===== src/hw/rtl/dgc_pkg.sv =====
// Shared types and constants of the decimating RGB to gray converter.
package dgc_pkg;

  // Field widths
  localparam int unsigned PixW   = 8;
  localparam int unsigned DimW   = 12;
  localparam int unsigned ScaleW = 5;
  localparam int unsigned CfgIdxW  = 3;
  localparam int unsigned CfgDataW = 12;

  // Configuration register indexes
  localparam logic [CfgIdxW-1:0] CfgOutWidth  = 3'd0;
  localparam logic [CfgIdxW-1:0] CfgOutHeight = 3'd1;
  localparam logic [CfgIdxW-1:0] CfgScaleX    = 3'd2;
  localparam logic [CfgIdxW-1:0] CfgScaleY    = 3'd3;
  localparam logic [CfgIdxW-1:0] CfgGrayMode  = 3'd4;

  // Reset values of the registers
  localparam logic [DimW-1:0]   RstOutWidth  = 12'd640;
  localparam logic [DimW-1:0]   RstOutHeight = 12'd480;
  localparam logic [ScaleW-1:0] RstScale     = 5'd1;

  // Luma: floor(sum / 1000) done as sum * ceil(2^28 / 1000) >> 28, exact for
  // sums up to 255000. The reciprocal is folded into each channel weight.
  localparam int unsigned LumaW     = 37;
  localparam int unsigned LumaShift = 28;
  localparam logic [LumaW-1:0] LumaKRed   = 37'd80262364;   // 299 * 268436
  localparam logic [LumaW-1:0] LumaKGreen = 37'd157571932;  // 587 * 268436
  localparam logic [LumaW-1:0] LumaKBlue  = 37'd30601704;   // 114 * 268436

  // Live configuration seen by the datapath
  typedef struct packed {
    logic [DimW-1:0]   out_width;
    logic [DimW-1:0]   out_height;
    logic [ScaleW-1:0] scale_x;
    logic [ScaleW-1:0] scale_y;
    logic              gray_mode;
    logic              bad;
  } cfg_t;

  // Raster position flags for the current source pixel
  typedef struct packed {
    logic keep;
    logic eol;
    logic eof;
  } raster_t;

  // One kept pixel on its way to the output register
  typedef struct packed {
    logic [PixW-1:0] red;
    logic [PixW-1:0] green;
    logic [PixW-1:0] blue;
    logic            gray_mode;
    logic            eol;
    logic            eof;
    logic            err;
  } pix_t;

endpackage


===== src/hw/rtl/dgc_cfg.sv =====
// Configuration registers and the source size check.
module dgc_cfg
  import dgc_pkg::*;
#(
  parameter int unsigned MAX_SRC_WIDTH  = 2048,
  parameter int unsigned MAX_SRC_HEIGHT = 2048,
  parameter int unsigned MAX_SCALE      = 16
) (
  input  logic                clk_i,
  input  logic                rst_ni,
  input  logic                cfg_valid_i,
  input  logic [CfgIdxW-1:0]  cfg_index_i,
  input  logic [CfgDataW-1:0] cfg_data_i,
  output cfg_t                cfg_o,
  output logic                restart_o
);

  logic [DimW-1:0]   out_width_q, out_height_q;
  logic [ScaleW-1:0] scale_x_q, scale_y_q;
  logic              gray_mode_q;
  logic              hit;
  logic [DimW+ScaleW-1:0] src_w, src_h;

  // Decode the write index
  always_comb begin
    unique case (cfg_index_i) inside
      CfgOutWidth, CfgOutHeight, CfgScaleX, CfgScaleY, CfgGrayMode: hit = 1'b1;
      default: hit = 1'b0;
    endcase
  end

  assign restart_o = cfg_valid_i && hit;

  // Hold the registers
  always_ff @(posedge clk_i or negedge rst_ni) begin
    if (!rst_ni) begin
      out_width_q  <= RstOutWidth;
      out_height_q <= RstOutHeight;
      scale_x_q    <= RstScale;
      scale_y_q    <= RstScale;
      gray_mode_q  <= 1'b0;
    end else if (cfg_valid_i) begin
      unique case (cfg_index_i)
        CfgOutWidth:  out_width_q  <= cfg_data_i[DimW-1:0];
        CfgOutHeight: out_height_q <= cfg_data_i[DimW-1:0];
        CfgScaleX:    scale_x_q    <= cfg_data_i[ScaleW-1:0];
        CfgScaleY:    scale_y_q    <= cfg_data_i[ScaleW-1:0];
        CfgGrayMode:  gray_mode_q  <= cfg_data_i[0];
        default: ;
      endcase
    end
  end

  // Check the scaled source size against the built bounds
  assign src_w = (DimW+ScaleW)'(out_width_q) * (DimW+ScaleW)'(scale_x_q);
  assign src_h = (DimW+ScaleW)'(out_height_q) * (DimW+ScaleW)'(scale_y_q);

  assign cfg_o.out_width  = out_width_q;
  assign cfg_o.out_height = out_height_q;
  assign cfg_o.scale_x    = scale_x_q;
  assign cfg_o.scale_y    = scale_y_q;
  assign cfg_o.gray_mode  = gray_mode_q;
  assign cfg_o.bad = (out_width_q == '0) || (out_height_q == '0) ||
                     (scale_x_q == '0) || (scale_y_q == '0) ||
                     (32'(scale_x_q) > MAX_SCALE) || (32'(scale_y_q) > MAX_SCALE) ||
                     (32'(src_w) > MAX_SRC_WIDTH) || (32'(src_h) > MAX_SRC_HEIGHT);

endmodule


===== src/hw/rtl/dgc_raster.sv =====
// Raster position counters that pick the top-left pixel of each cell.
module dgc_raster
  import dgc_pkg::*;
(
  input  logic    clk_i,
  input  logic    rst_ni,
  input  cfg_t    cfg_i,
  input  logic    restart_i,
  input  logic    advance_i,
  output raster_t pos_o
);

  logic [ScaleW-1:0] col_phase_q, col_phase_d, row_phase_q, row_phase_d;
  logic [DimW-1:0]   out_col_q, out_col_d, out_row_q, out_row_d;
  logic              col_wrap, line_wrap, row_wrap, frame_wrap;

  // Flag the current pixel
  assign pos_o.keep = (col_phase_q == '0) && (row_phase_q == '0);
  assign pos_o.eol  = (out_col_q == cfg_i.out_width - DimW'(1));
  assign pos_o.eof  = pos_o.eol && (out_row_q == cfg_i.out_height - DimW'(1));

  assign col_wrap   = ({1'b0, col_phase_q} + 6'd1) >= {1'b0, cfg_i.scale_x};
  assign line_wrap  = ({1'b0, out_col_q} + 13'd1) >= {1'b0, cfg_i.out_width};
  assign row_wrap   = ({1'b0, row_phase_q} + 6'd1) >= {1'b0, cfg_i.scale_y};
  assign frame_wrap = ({1'b0, out_row_q} + 13'd1) >= {1'b0, cfg_i.out_height};

  // Advance the position by one source pixel
  always_comb begin
    col_phase_d = col_phase_q;
    row_phase_d = row_phase_q;
    out_col_d   = out_col_q;
    out_row_d   = out_row_q;
    if (restart_i || (advance_i && cfg_i.bad)) begin
      col_phase_d = '0;
      row_phase_d = '0;
      out_col_d   = '0;
      out_row_d   = '0;
    end else if (advance_i) begin
      col_phase_d = col_phase_q + ScaleW'(1);
      if (col_wrap) begin
        col_phase_d = '0;
        out_col_d   = out_col_q + DimW'(1);
        if (line_wrap) begin
          out_col_d   = '0;
          row_phase_d = row_phase_q + ScaleW'(1);
          if (row_wrap) begin
            row_phase_d = '0;
            out_row_d   = out_row_q + DimW'(1);
            if (frame_wrap) out_row_d = '0;
          end
        end
      end
    end
  end

  always_ff @(posedge clk_i or negedge rst_ni) begin
    if (!rst_ni) begin
      col_phase_q <= '0;
      row_phase_q <= '0;
      out_col_q   <= '0;
      out_row_q   <= '0;
    end else begin
      col_phase_q <= col_phase_d;
      row_phase_q <= row_phase_d;
      out_col_q   <= out_col_d;
      out_row_q   <= out_row_d;
    end
  end

  // Positions stay inside the configured frame
  assert property (@(posedge clk_i) disable iff (!rst_ni)
    !cfg_i.bad |-> (col_phase_q < cfg_i.scale_x) && (row_phase_q < cfg_i.scale_y))
    else $error("cell phase beyond scale");
  assert property (@(posedge clk_i) disable iff (!rst_ni)
    !cfg_i.bad |-> (out_col_q < cfg_i.out_width) && (out_row_q < cfg_i.out_height))
    else $error("output position beyond frame");
  assert property (@(posedge clk_i) disable iff (!rst_ni)
    advance_i && cfg_i.bad |=> (out_col_q == '0) && (col_phase_q == '0))
    else $error("counters moved under bad configuration");

endmodule


===== src/hw/rtl/dgc_luma_stage.sv =====
// Luma weighting and the output register of the master beat.
module dgc_luma_stage
  import dgc_pkg::*;
(
  input  logic        clk_i,
  input  logic        rst_ni,
  input  logic        in_valid_i,
  output logic        in_ready_o,
  input  pix_t        in_pix_i,
  output logic        m_axis_tvalid,
  input  logic        m_axis_tready,
  output logic [31:0] m_axis_tdata,   // out_red, out_green, out_blue, out_gray
  output logic        m_axis_tlast,   // end_of_line
  output logic [1:0]  m_axis_tuser    // end_of_frame, config_error
);

  logic [LumaW-1:0] luma_sum;
  logic [PixW-1:0]  gray;
  logic [31:0]      tdata_d;
  logic             tlast_d;
  logic [1:0]       tuser_d;
  logic             valid_q;
  logic [31:0]      tdata_q;
  logic             tlast_q;
  logic [1:0]       tuser_q;

  // Weighted sum with the reciprocal of 1000 folded in
  assign luma_sum = LumaW'(in_pix_i.red) * LumaKRed +
                    LumaW'(in_pix_i.green) * LumaKGreen +
                    LumaW'(in_pix_i.blue) * LumaKBlue;
  assign gray = luma_sum[LumaShift +: PixW];

  // Select the beat contents
  always_comb begin
    tdata_d = '0;
    tlast_d = 1'b0;
    tuser_d = 2'b10;
    if (!in_pix_i.err) begin
      tlast_d = in_pix_i.eol;
      tuser_d = {1'b0, in_pix_i.eof};
      if (in_pix_i.gray_mode) tdata_d = {gray, 24'd0};
      else tdata_d = {8'd0, in_pix_i.blue, in_pix_i.green, in_pix_i.red};
    end
  end

  assign in_ready_o = !valid_q || m_axis_tready;

  // Load a new beat when the register is empty or drains
  always_ff @(posedge clk_i or negedge rst_ni) begin
    if (!rst_ni) begin
      valid_q <= 1'b0;
    end else if (in_ready_o) begin
      valid_q <= in_valid_i;
    end
  end

  always_ff @(posedge clk_i) begin
    if (in_ready_o && in_valid_i) begin
      tdata_q <= tdata_d;
      tlast_q <= tlast_d;
      tuser_q <= tuser_d;
    end
  end

  assign m_axis_tvalid = valid_q;
  assign m_axis_tdata  = tdata_q;
  assign m_axis_tlast  = tlast_q;
  assign m_axis_tuser  = tuser_q;

  // Beat contents stay consistent
  assert property (@(posedge clk_i) disable iff (!rst_ni)
    valid_q && tuser_q[1] |-> (tdata_q == '0) && !tlast_q && !tuser_q[0])
    else $error("error beat carries pixel data");
  assert property (@(posedge clk_i) disable iff (!rst_ni)
    valid_q && tuser_q[0] |-> tlast_q)
    else $error("end of frame without end of line");
  assert property (@(posedge clk_i) disable iff (!rst_ni)
    valid_q && (tdata_q[31:24] != '0) |-> (tdata_q[23:0] == '0))
    else $error("gray and color fields both set");

endmodule


===== src/hw/rtl/decimating_rgb_gray_converter_core.sv =====
// Top level of the decimating RGB to gray converter.
//
// Source pixels arrive in raster order on the slave stream, one per beat, with
// red, green and blue in tdata. Of each scale_x by scale_y cell only the
// top-left pixel leaves on the master stream, either as RGB or, in gray mode,
// as floor((299R + 587G + 114B) / 1000) in the top byte. tlast marks the end
// of an output line and tuser the end of the frame and a configuration error.
// With an unusable configuration every source pixel yields one error beat.
// Registers are written on the cfg channel, which is always ready; a write to
// a known index restarts the frame. Write only while the block is drained.
//
// Throughput is one pixel per cycle while the master side accepts beats. A kept
// pixel passes the input register, then the luma sum and the output register,
// on its way to the master side. A stalled master fills the two registers, and
// tready on the slave side drops only once both hold a beat. Reset loads the
// register defaults (640 x 480, scale 1, color mode) and empties both stages.
module decimating_rgb_gray_converter_core
  import dgc_pkg::*;
#(
  parameter int unsigned MAX_SRC_WIDTH  = 2048,
  parameter int unsigned MAX_SRC_HEIGHT = 2048,
  parameter int unsigned MAX_SCALE      = 16
) (
  input  logic                clk_i,
  input  logic                rst_ni,
  input  logic                s_axis_tvalid,
  output logic                s_axis_tready,
  input  logic [23:0]         s_axis_tdata,   // red, green, blue
  output logic                m_axis_tvalid,
  input  logic                m_axis_tready,
  output logic [31:0]         m_axis_tdata,   // out_red, out_green, out_blue, out_gray
  output logic                m_axis_tlast,   // end_of_line
  output logic [1:0]          m_axis_tuser,   // end_of_frame, config_error
  input  logic                cfg_valid_i,
  output logic                cfg_ready_o,
  input  logic [CfgIdxW-1:0]  cfg_index_i,
  input  logic [CfgDataW-1:0] cfg_data_i
);

  cfg_t    cfg;
  raster_t pos;
  logic    restart;
  logic    in_fire;
  logic    s1_valid_q;
  pix_t    s1_pix_q;
  pix_t    s1_pix_d;
  logic    s2_ready;

  assign cfg_ready_o = 1'b1;

  dgc_cfg #(
    .MAX_SRC_WIDTH (MAX_SRC_WIDTH),
    .MAX_SRC_HEIGHT(MAX_SRC_HEIGHT),
    .MAX_SCALE     (MAX_SCALE)
  ) u_cfg (
    .clk_i      (clk_i),
    .rst_ni     (rst_ni),
    .cfg_valid_i(cfg_valid_i),
    .cfg_index_i(cfg_index_i),
    .cfg_data_i (cfg_data_i),
    .cfg_o      (cfg),
    .restart_o  (restart)
  );

  assign s_axis_tready = !s1_valid_q || s2_ready;
  assign in_fire       = s_axis_tvalid && s_axis_tready;

  dgc_raster u_raster (
    .clk_i    (clk_i),
    .rst_ni   (rst_ni),
    .cfg_i    (cfg),
    .restart_i(restart),
    .advance_i(in_fire),
    .pos_o    (pos)
  );

  // Capture the pixel with its position flags
  assign s1_pix_d.red       = s_axis_tdata[7:0];
  assign s1_pix_d.green     = s_axis_tdata[15:8];
  assign s1_pix_d.blue      = s_axis_tdata[23:16];
  assign s1_pix_d.gray_mode = cfg.gray_mode;
  assign s1_pix_d.eol       = pos.eol;
  assign s1_pix_d.eof       = pos.eof;
  assign s1_pix_d.err       = cfg.bad;

  // Input register: load only kept pixels and error beats, drop the rest
  always_ff @(posedge clk_i or negedge rst_ni) begin
    if (!rst_ni) begin
      s1_valid_q <= 1'b0;
    end else if (s_axis_tready) begin
      s1_valid_q <= in_fire && (pos.keep || cfg.bad);
    end
  end

  always_ff @(posedge clk_i) begin
    if (in_fire) begin
      s1_pix_q <= s1_pix_d;
    end
  end

  dgc_luma_stage u_luma (
    .clk_i        (clk_i),
    .rst_ni       (rst_ni),
    .in_valid_i   (s1_valid_q),
    .in_ready_o   (s2_ready),
    .in_pix_i     (s1_pix_q),
    .m_axis_tvalid(m_axis_tvalid),
    .m_axis_tready(m_axis_tready),
    .m_axis_tdata (m_axis_tdata),
    .m_axis_tlast (m_axis_tlast),
    .m_axis_tuser (m_axis_tuser)
  );

  // A full input register waits while the output stage is stalled
  assert property (@(posedge clk_i) disable iff (!rst_ni)
    s1_valid_q && !s2_ready |=> s1_valid_q && $stable(s1_pix_q))
    else $error("input register lost a beat");
  // Under a bad configuration every accepted pixel enters the pipeline
  assert property (@(posedge clk_i) disable iff (!rst_ni)
    in_fire && cfg.bad |=> s1_valid_q && s1_pix_q.err)
    else $error("error beat dropped");
  // End of frame is only flagged on the end of a line
  assert property (@(posedge clk_i) disable iff (!rst_ni)
    s1_valid_q && s1_pix_q.eof && !s1_pix_q.err |-> s1_pix_q.eol)
    else $error("frame end off a line end");

endmodule

===== config.mk =====
export PLATFORM = sky130hd
export DESIGN_NAME = decimating_rgb_gray_converter_core
export DESIGN_NICKNAME = d
export VERILOG_FILES = /design/src/hw/rtl/dgc_pkg.sv /design/src/hw/rtl/dgc_cfg.sv /design/src/hw/rtl/dgc_raster.sv /design/src/hw/rtl/dgc_luma_stage.sv /design/src/hw/rtl/decimating_rgb_gray_converter_core.sv
export SDC_FILE = /design/constraint.sdc
export NUM_CORES = 1
export LEC_CHECK = 0
export BUFFER_PORTS_ARGS = -buffer_cell sky130_fd_sc_hd__buf_4
export CAP_MARGIN = 10
export CELL_PAD_IN_SITES_DETAIL_PLACEMENT = 2
export CELL_PAD_IN_SITES_GLOBAL_PLACEMENT = 2
export CORE_AREA = 8 8 230 232
export DETAILED_ROUTE_END_ITERATION = 10
export DIE_AREA = 0 0 238 240
export PLACE_DENSITY = 0.85
export REMOVE_ABC_BUFFERS = 1
export SLEW_MARGIN = 20
export SYNTH_ARGS = -nofsm -noshare
export SYNTH_HDL_FRONTEND = slang
export SYNTH_SLANG_ARGS = --single-unit

===== constraint.sdc =====
create_clock -name clk_i -period 18 [get_ports clk_i]
set_clock_uncertainty 0.1 [all_clocks]
set_input_delay 4.5 -clock clk_i [delete_from_list [all_inputs] [get_ports clk_i]]
set_output_delay 4.5 -clock clk_i [all_outputs]
set_load 0.05 [all_outputs]

# After elaboration in Yosys (flattened, before gate mapping)
# Cells that the tools add are included.
# word_totals
inputBits	44
ff_bits	134
out_inout_bits	38
wordCells	117
# classes
n_addsub	12
n_mux	20
reduce_logical	42
bitwise	1
magnitude_cmp	8
mul	5
n_eq_ne	6
# ops
op	count
12-bit 2-to-1 mux	10
5-bit 2-to-1 mux	8
35-bit by 36-bit adder with 36-bit output	1
36-bit by 33-bit adder with 36-bit output	1
17-bit by 12-bit > comparator with 1-bit output (second input constant)	2
12-bit by 5-bit multiplier with 17-bit output	2
8-bit by 26-bit multiplier with 34-bit output (second input constant)	1
8-bit by 25-bit multiplier with 33-bit output (second input constant)	1
8-bit by 22-bit multiplier with 30-bit output (second input constant)	1
12-bit by 1-bit adder with 13-bit output (second input constant)	2
13-bit by 12-bit greater-or-equal comparator with 1-bit output	2
12-bit by 1-bit adder with 12-bit output (second input constant)	2
12-bit equality test	2
12-bit logical NOT	2
12-bit by 1-bit subtractor with 12-bit output (second input constant)	2
5-bit logical NOT	4
5-bit by 1-bit adder with 6-bit output (second input constant)	2
6-bit by 5-bit greater-or-equal comparator with 1-bit output	2
2-bit AND reduction	6
1-bit logical OR	11
5-bit by 1-bit adder with 5-bit output (second input constant)	2
5-bit > comparator (second input constant)	2
2-bit nonzero test	4
1-bit logical AND	7
other kinds (12)	15

# Depth between registers and ports, before layout
# depth
depth_word	12
mapped_depth	32
depth_no_buf	32

# By module
# A second synthesis with hierarchy kept.
# hier_totals
hier_cells	2388
hier_area_um2	22326.4
# modules_own_cells
module	cells_per_inst	instances	area_per_inst_um2
dgc_luma_stage	1343	1	12543.3
dgc_cfg	578	1	5332.6
dgc_raster	432	1	3542.1
decimating_rgb_gray_converter_core	35	1	908.4

# Worst setup path before layout
# OpenSTA, ideal clock, no wires.
# synth_timing
path_type	input port to output port
start	input port m_axis_tready
end	output port s_axis_tready
setup_slack_ps	8412
n_path_buf	0
required_ps	13400
stages	1
arrival_time_ps	4988
path_cell_list	nand3b_1
# synth_between
elab_chain_len	2
# synth_lines
element	line_no	text
start: declaration	decimating_rgb_gray_converter_core.sv:30	input logic m_axis_tready,
1-bit logical OR	dgc_luma_stage.sv:46	assign in_ready_o = !valid_q || m_axis_tready;
1-bit logical OR	decimating_rgb_gray_converter_core.sv:65	assign s_axis_tready = !s1_valid_q || s2_ready;
end: declaration	decimating_rgb_gray_converter_core.sv:27	output logic s_axis_tready,
# Every way passes these cells.

# Worst setup path after layout
# Ends and elaborated chain as after synthesis.

==> run_results.csv <==
group,metric,value,unit
yosys,yosys.area.top_type_share,20.8,%
yosys,synthCells,2436,
sta,rsz0062_at_grt,"false",
drt,wl_met3,1.85,mm
worst_setup_path,ff2ff_setup_slack,8630,ps
clock_network,cts.path.max_buffers,2,
worst_setup_path,start_kind,"input port",
cells_and_area,drive_gt1_share,6.66,%
worst_setup_path,reg2reg_from,"s1_pix_q[26]",
yosys,syn_area_per_cell,9.00,µm²
worst_setup_path,cpPeakStageDelay,220,ps
worst_setup_path,cp.arrival,5030,ps
cells_and_area,utilization,48.1,%
drt,met1_length,30.0,mm
min_path,holdPathEnd,"s1_pix_q[3]",
run,drv_cap,0,
placement,place_congestion,0.889,
clock_network,cts-hold-fix-buffers,0,
yosys,yosys.area_share.adder,41.3,%
drt,dr.max_layer_used,"met4",
yosys,synthMuxAreaShare,0.782,%
cells_and_area,n_antenna_cell,0,
grt,antenna_found_initial,0,
yosys,synth-edff-count,63,
clock_network,clk_pin_slew,70,ps
sta,slew_headroom,25.2,%
drt,routed_wl,77.9,mm
drt,vias_per_cell,5.78,
drt,drt_iter0_markers,654,
yosys,synthArstFlopShare,53.0,%
placement,numPortBuffers,80,
worst_setup_path,cpMaxStageDelayCell,"buf_4",
sta,final_hold_viol_count,0,
yosys,synth.area.top_cells,"fa_1 21%, ha_1 20%, edfxtp_1 8.6%",
drt,dr.pass1.iters,4,
sta,timing.final.crit_share,53.5,%
sta,finalSetupTns,0,ps
run_status,status,"complete, no violations",
yosys,synth-xor-area-share,6.03,%
min_path,hold_path_class,"flop to flop",
cells_and_area,design_area,0.0238,mm²
floorplan,start_util,44.3,%
clock_network,clockRootBuffer,"clkbuf_16",
cells_and_area,layoutNonFillerInstCount,3165,
clock_network,cts_tree,"built",
yosys,synth_seq_cells,134,
drt,drt_drc_violations_left,0,
yosys,ys_seq_area_share,16.8,%
drt,drtAntennaViolNets,0,
floorplan,core_area,0.0495,mm²
yosys,ys.warnings.count,0,
placement,placed_cell_area,0.0232,mm²
yosys,synth_ff_type,"edfxtp_1",
floorplan,fp.dieArea,0.0571,mm²
grt,grt_max_degree,72,
yosys,synth_simple_gate_area_share,13.5,%
placement,hpwl,63.6,mm
cells_and_area,area_delta_synth_final,8.41,%
yosys,ys_types,92,
floorplan,die_w,238,µm
clock_network,cts_setup_buffers,0,
yosys,post-synth-top-area-cell,"fa_1",
grt,grt_pass1_wl,123,mm
drt,post_drt_wl_per_cell,24.6,µm
yosys,synth_compound_area_share,12.9,%
yosys,synth_area,0.0219,mm²
worst_setup_path,crit_top_cell,"buf_4",
worst_setup_path,worstPathRequired,13400,ps
min_path,hp-start,"u_cfg.gray_mode_q",
sta,drv_slew,0,
floorplan,die_h,240,µm
grt,grt_usage,27.8,%
clock_network,htreeDepth,4,
sta,setup_viol,0,
grt,grt_pass1_vias,22000,
worst_setup_path,path_class,"input port to primary output",
clock_network,cts_resized,0,
min_path,min_path_cells,0,
worst_setup_path,reg2reg_depth,30,
drt,wl_met2,41.7,mm
placement,numPlacedInstances,3133,
worst_setup_path,cp-end-kind,"primary output",
drt,vias,18300,
yosys,synth_top_family_by_area,"adder cells",
clock_network,numCtsBuffers,17,
worst_setup_path,crit_chain,"buf_4 -> nand3b_1 -> buf_4",
floorplan,num_io_pins,82,
sta,tightestPinTransition,1120,ps
sta,finalCriticalPeriod,9630,ps
floorplan,rows,82,
grt,grt-ovfl-total,0,
clock_network,clkSinkCount,134,
worst_setup_path,r2r_end,"u_luma.m_axis_tdata[31]",
sta,fmax,104,MHz
cells_and_area,fin_nets,3111,
clock_network,clk_latency,470,ps
worst_setup_path,critPathMaxFanout,3,
## per-layer routing
| metal | vias to the layer above | track usage [%] |
|---|---|---|
| li1 | 8238 | - |
| met1 | 9469 | 29.3 |
| met2 | 381 | 53.5 |
| met3 | 215 | 2.90 |
| met4 | 0 | 15.0 |
| met5 | - | 0 |
## stage by stage
step                setup WS, ps  hold WS, ps
global route                8140          411
CTS                         8360          402
finish                      8370          415
detailed placement          8360          389
global placement            8390          366
floorplan                   8410          319
## synth_stat cells (26+ instances only)
library cell	number
fa_1	228
nand3_1	38
a21o_1	52
nor2_1	135
o21ai_0	126
nand4_1	26
and2_1	31
ha_1	359
nand2_1	181
clkbuf_1	50
edfxtp_1	63
nand2b_1	35
inv_1	440
dfrtp_1	63
xor2_1	63
xnor2_1	88
a21oi_1	106
nor3_1	52
## worst max-delay path, delay by kind of cell
family,cells,cell delay [ps]
buf+inv,2,340
simple gates,1,190
## area by class of cell
class / count / area, µm²
sequential: 134 / 3680
inverter: 442 / 1660
multi-input combinational: 1800 / 16300
clock buffer: 19 / 475
fill: 5459 / 25700
clock inverter: 13 / 129
tap: 672 / 841
timing repair buffer: 85 / 638
## cell usage in the layout, fill, tap and decap left out, drive strengths merged, types with 25 or more instances in the layout
master / netlist / routed
fa: 228 / 228
xnor2: 88 / 88
buf: 10 / 85
xor2: 63 / 63
and3: 25 / 25
o21ai: 138 / 138
edfxtp: 63 / 63
nand2b: 36 / 36
ha: 359 / 359
and2: 31 / 31
nor3: 52 / 52
inv: 441 / 449
a21o: 52 / 52
nor2: 136 / 136
a21oi: 107 / 107
dfrtp: 63 / 63
nand3: 38 / 38
nand4: 26 / 26
nand2: 181 / 181
## flip-flops by register name, summed over array words and instances (netlist names)
register	count
s1_pix_q	28
u_raster.out_row_q	12
u_raster.out_col_q	12
u_cfg.gray_mode_q	1
u_luma.m_axis_tlast	1
u_cfg.out_width_q	12
u_luma.m_axis_tvalid	1
u_luma.m_axis_tuser	2
u_luma.m_axis_tdata	32
s1_valid_q	1
u_cfg.out_height_q	12
u_cfg.scale_y_q	5
u_raster.row_phase_q	5
u_cfg.scale_x_q	5
u_raster.col_phase_q	5
## how the worst max path moves through the flow
stage | from | endpoint | slack (ps)
after floorplan | m_axis_tready | s_axis_tready | 8410
after global placement | m_axis_tready | s_axis_tready | 8390
after detailed placement | m_axis_tready | s_axis_tready | 8360
after CTS | m_axis_tready | s_axis_tready | 8360
after global routing | s1_pix_q[26] | u_luma.m_axis_tdata[31] | 8140
final | m_axis_tready | s_axis_tready | 8370
## cell families after synthesis
group	count (synthesis)
flops	134
buf+inv	502
simple gates	603
compound gates	442
xor+xnor	151
fa+ha+maj	587
other cells	1
mux	16
Power is left out: the tool's default activity adds up to more than one toggle a clock period on the data nets, which glitch-free logic cannot reach.
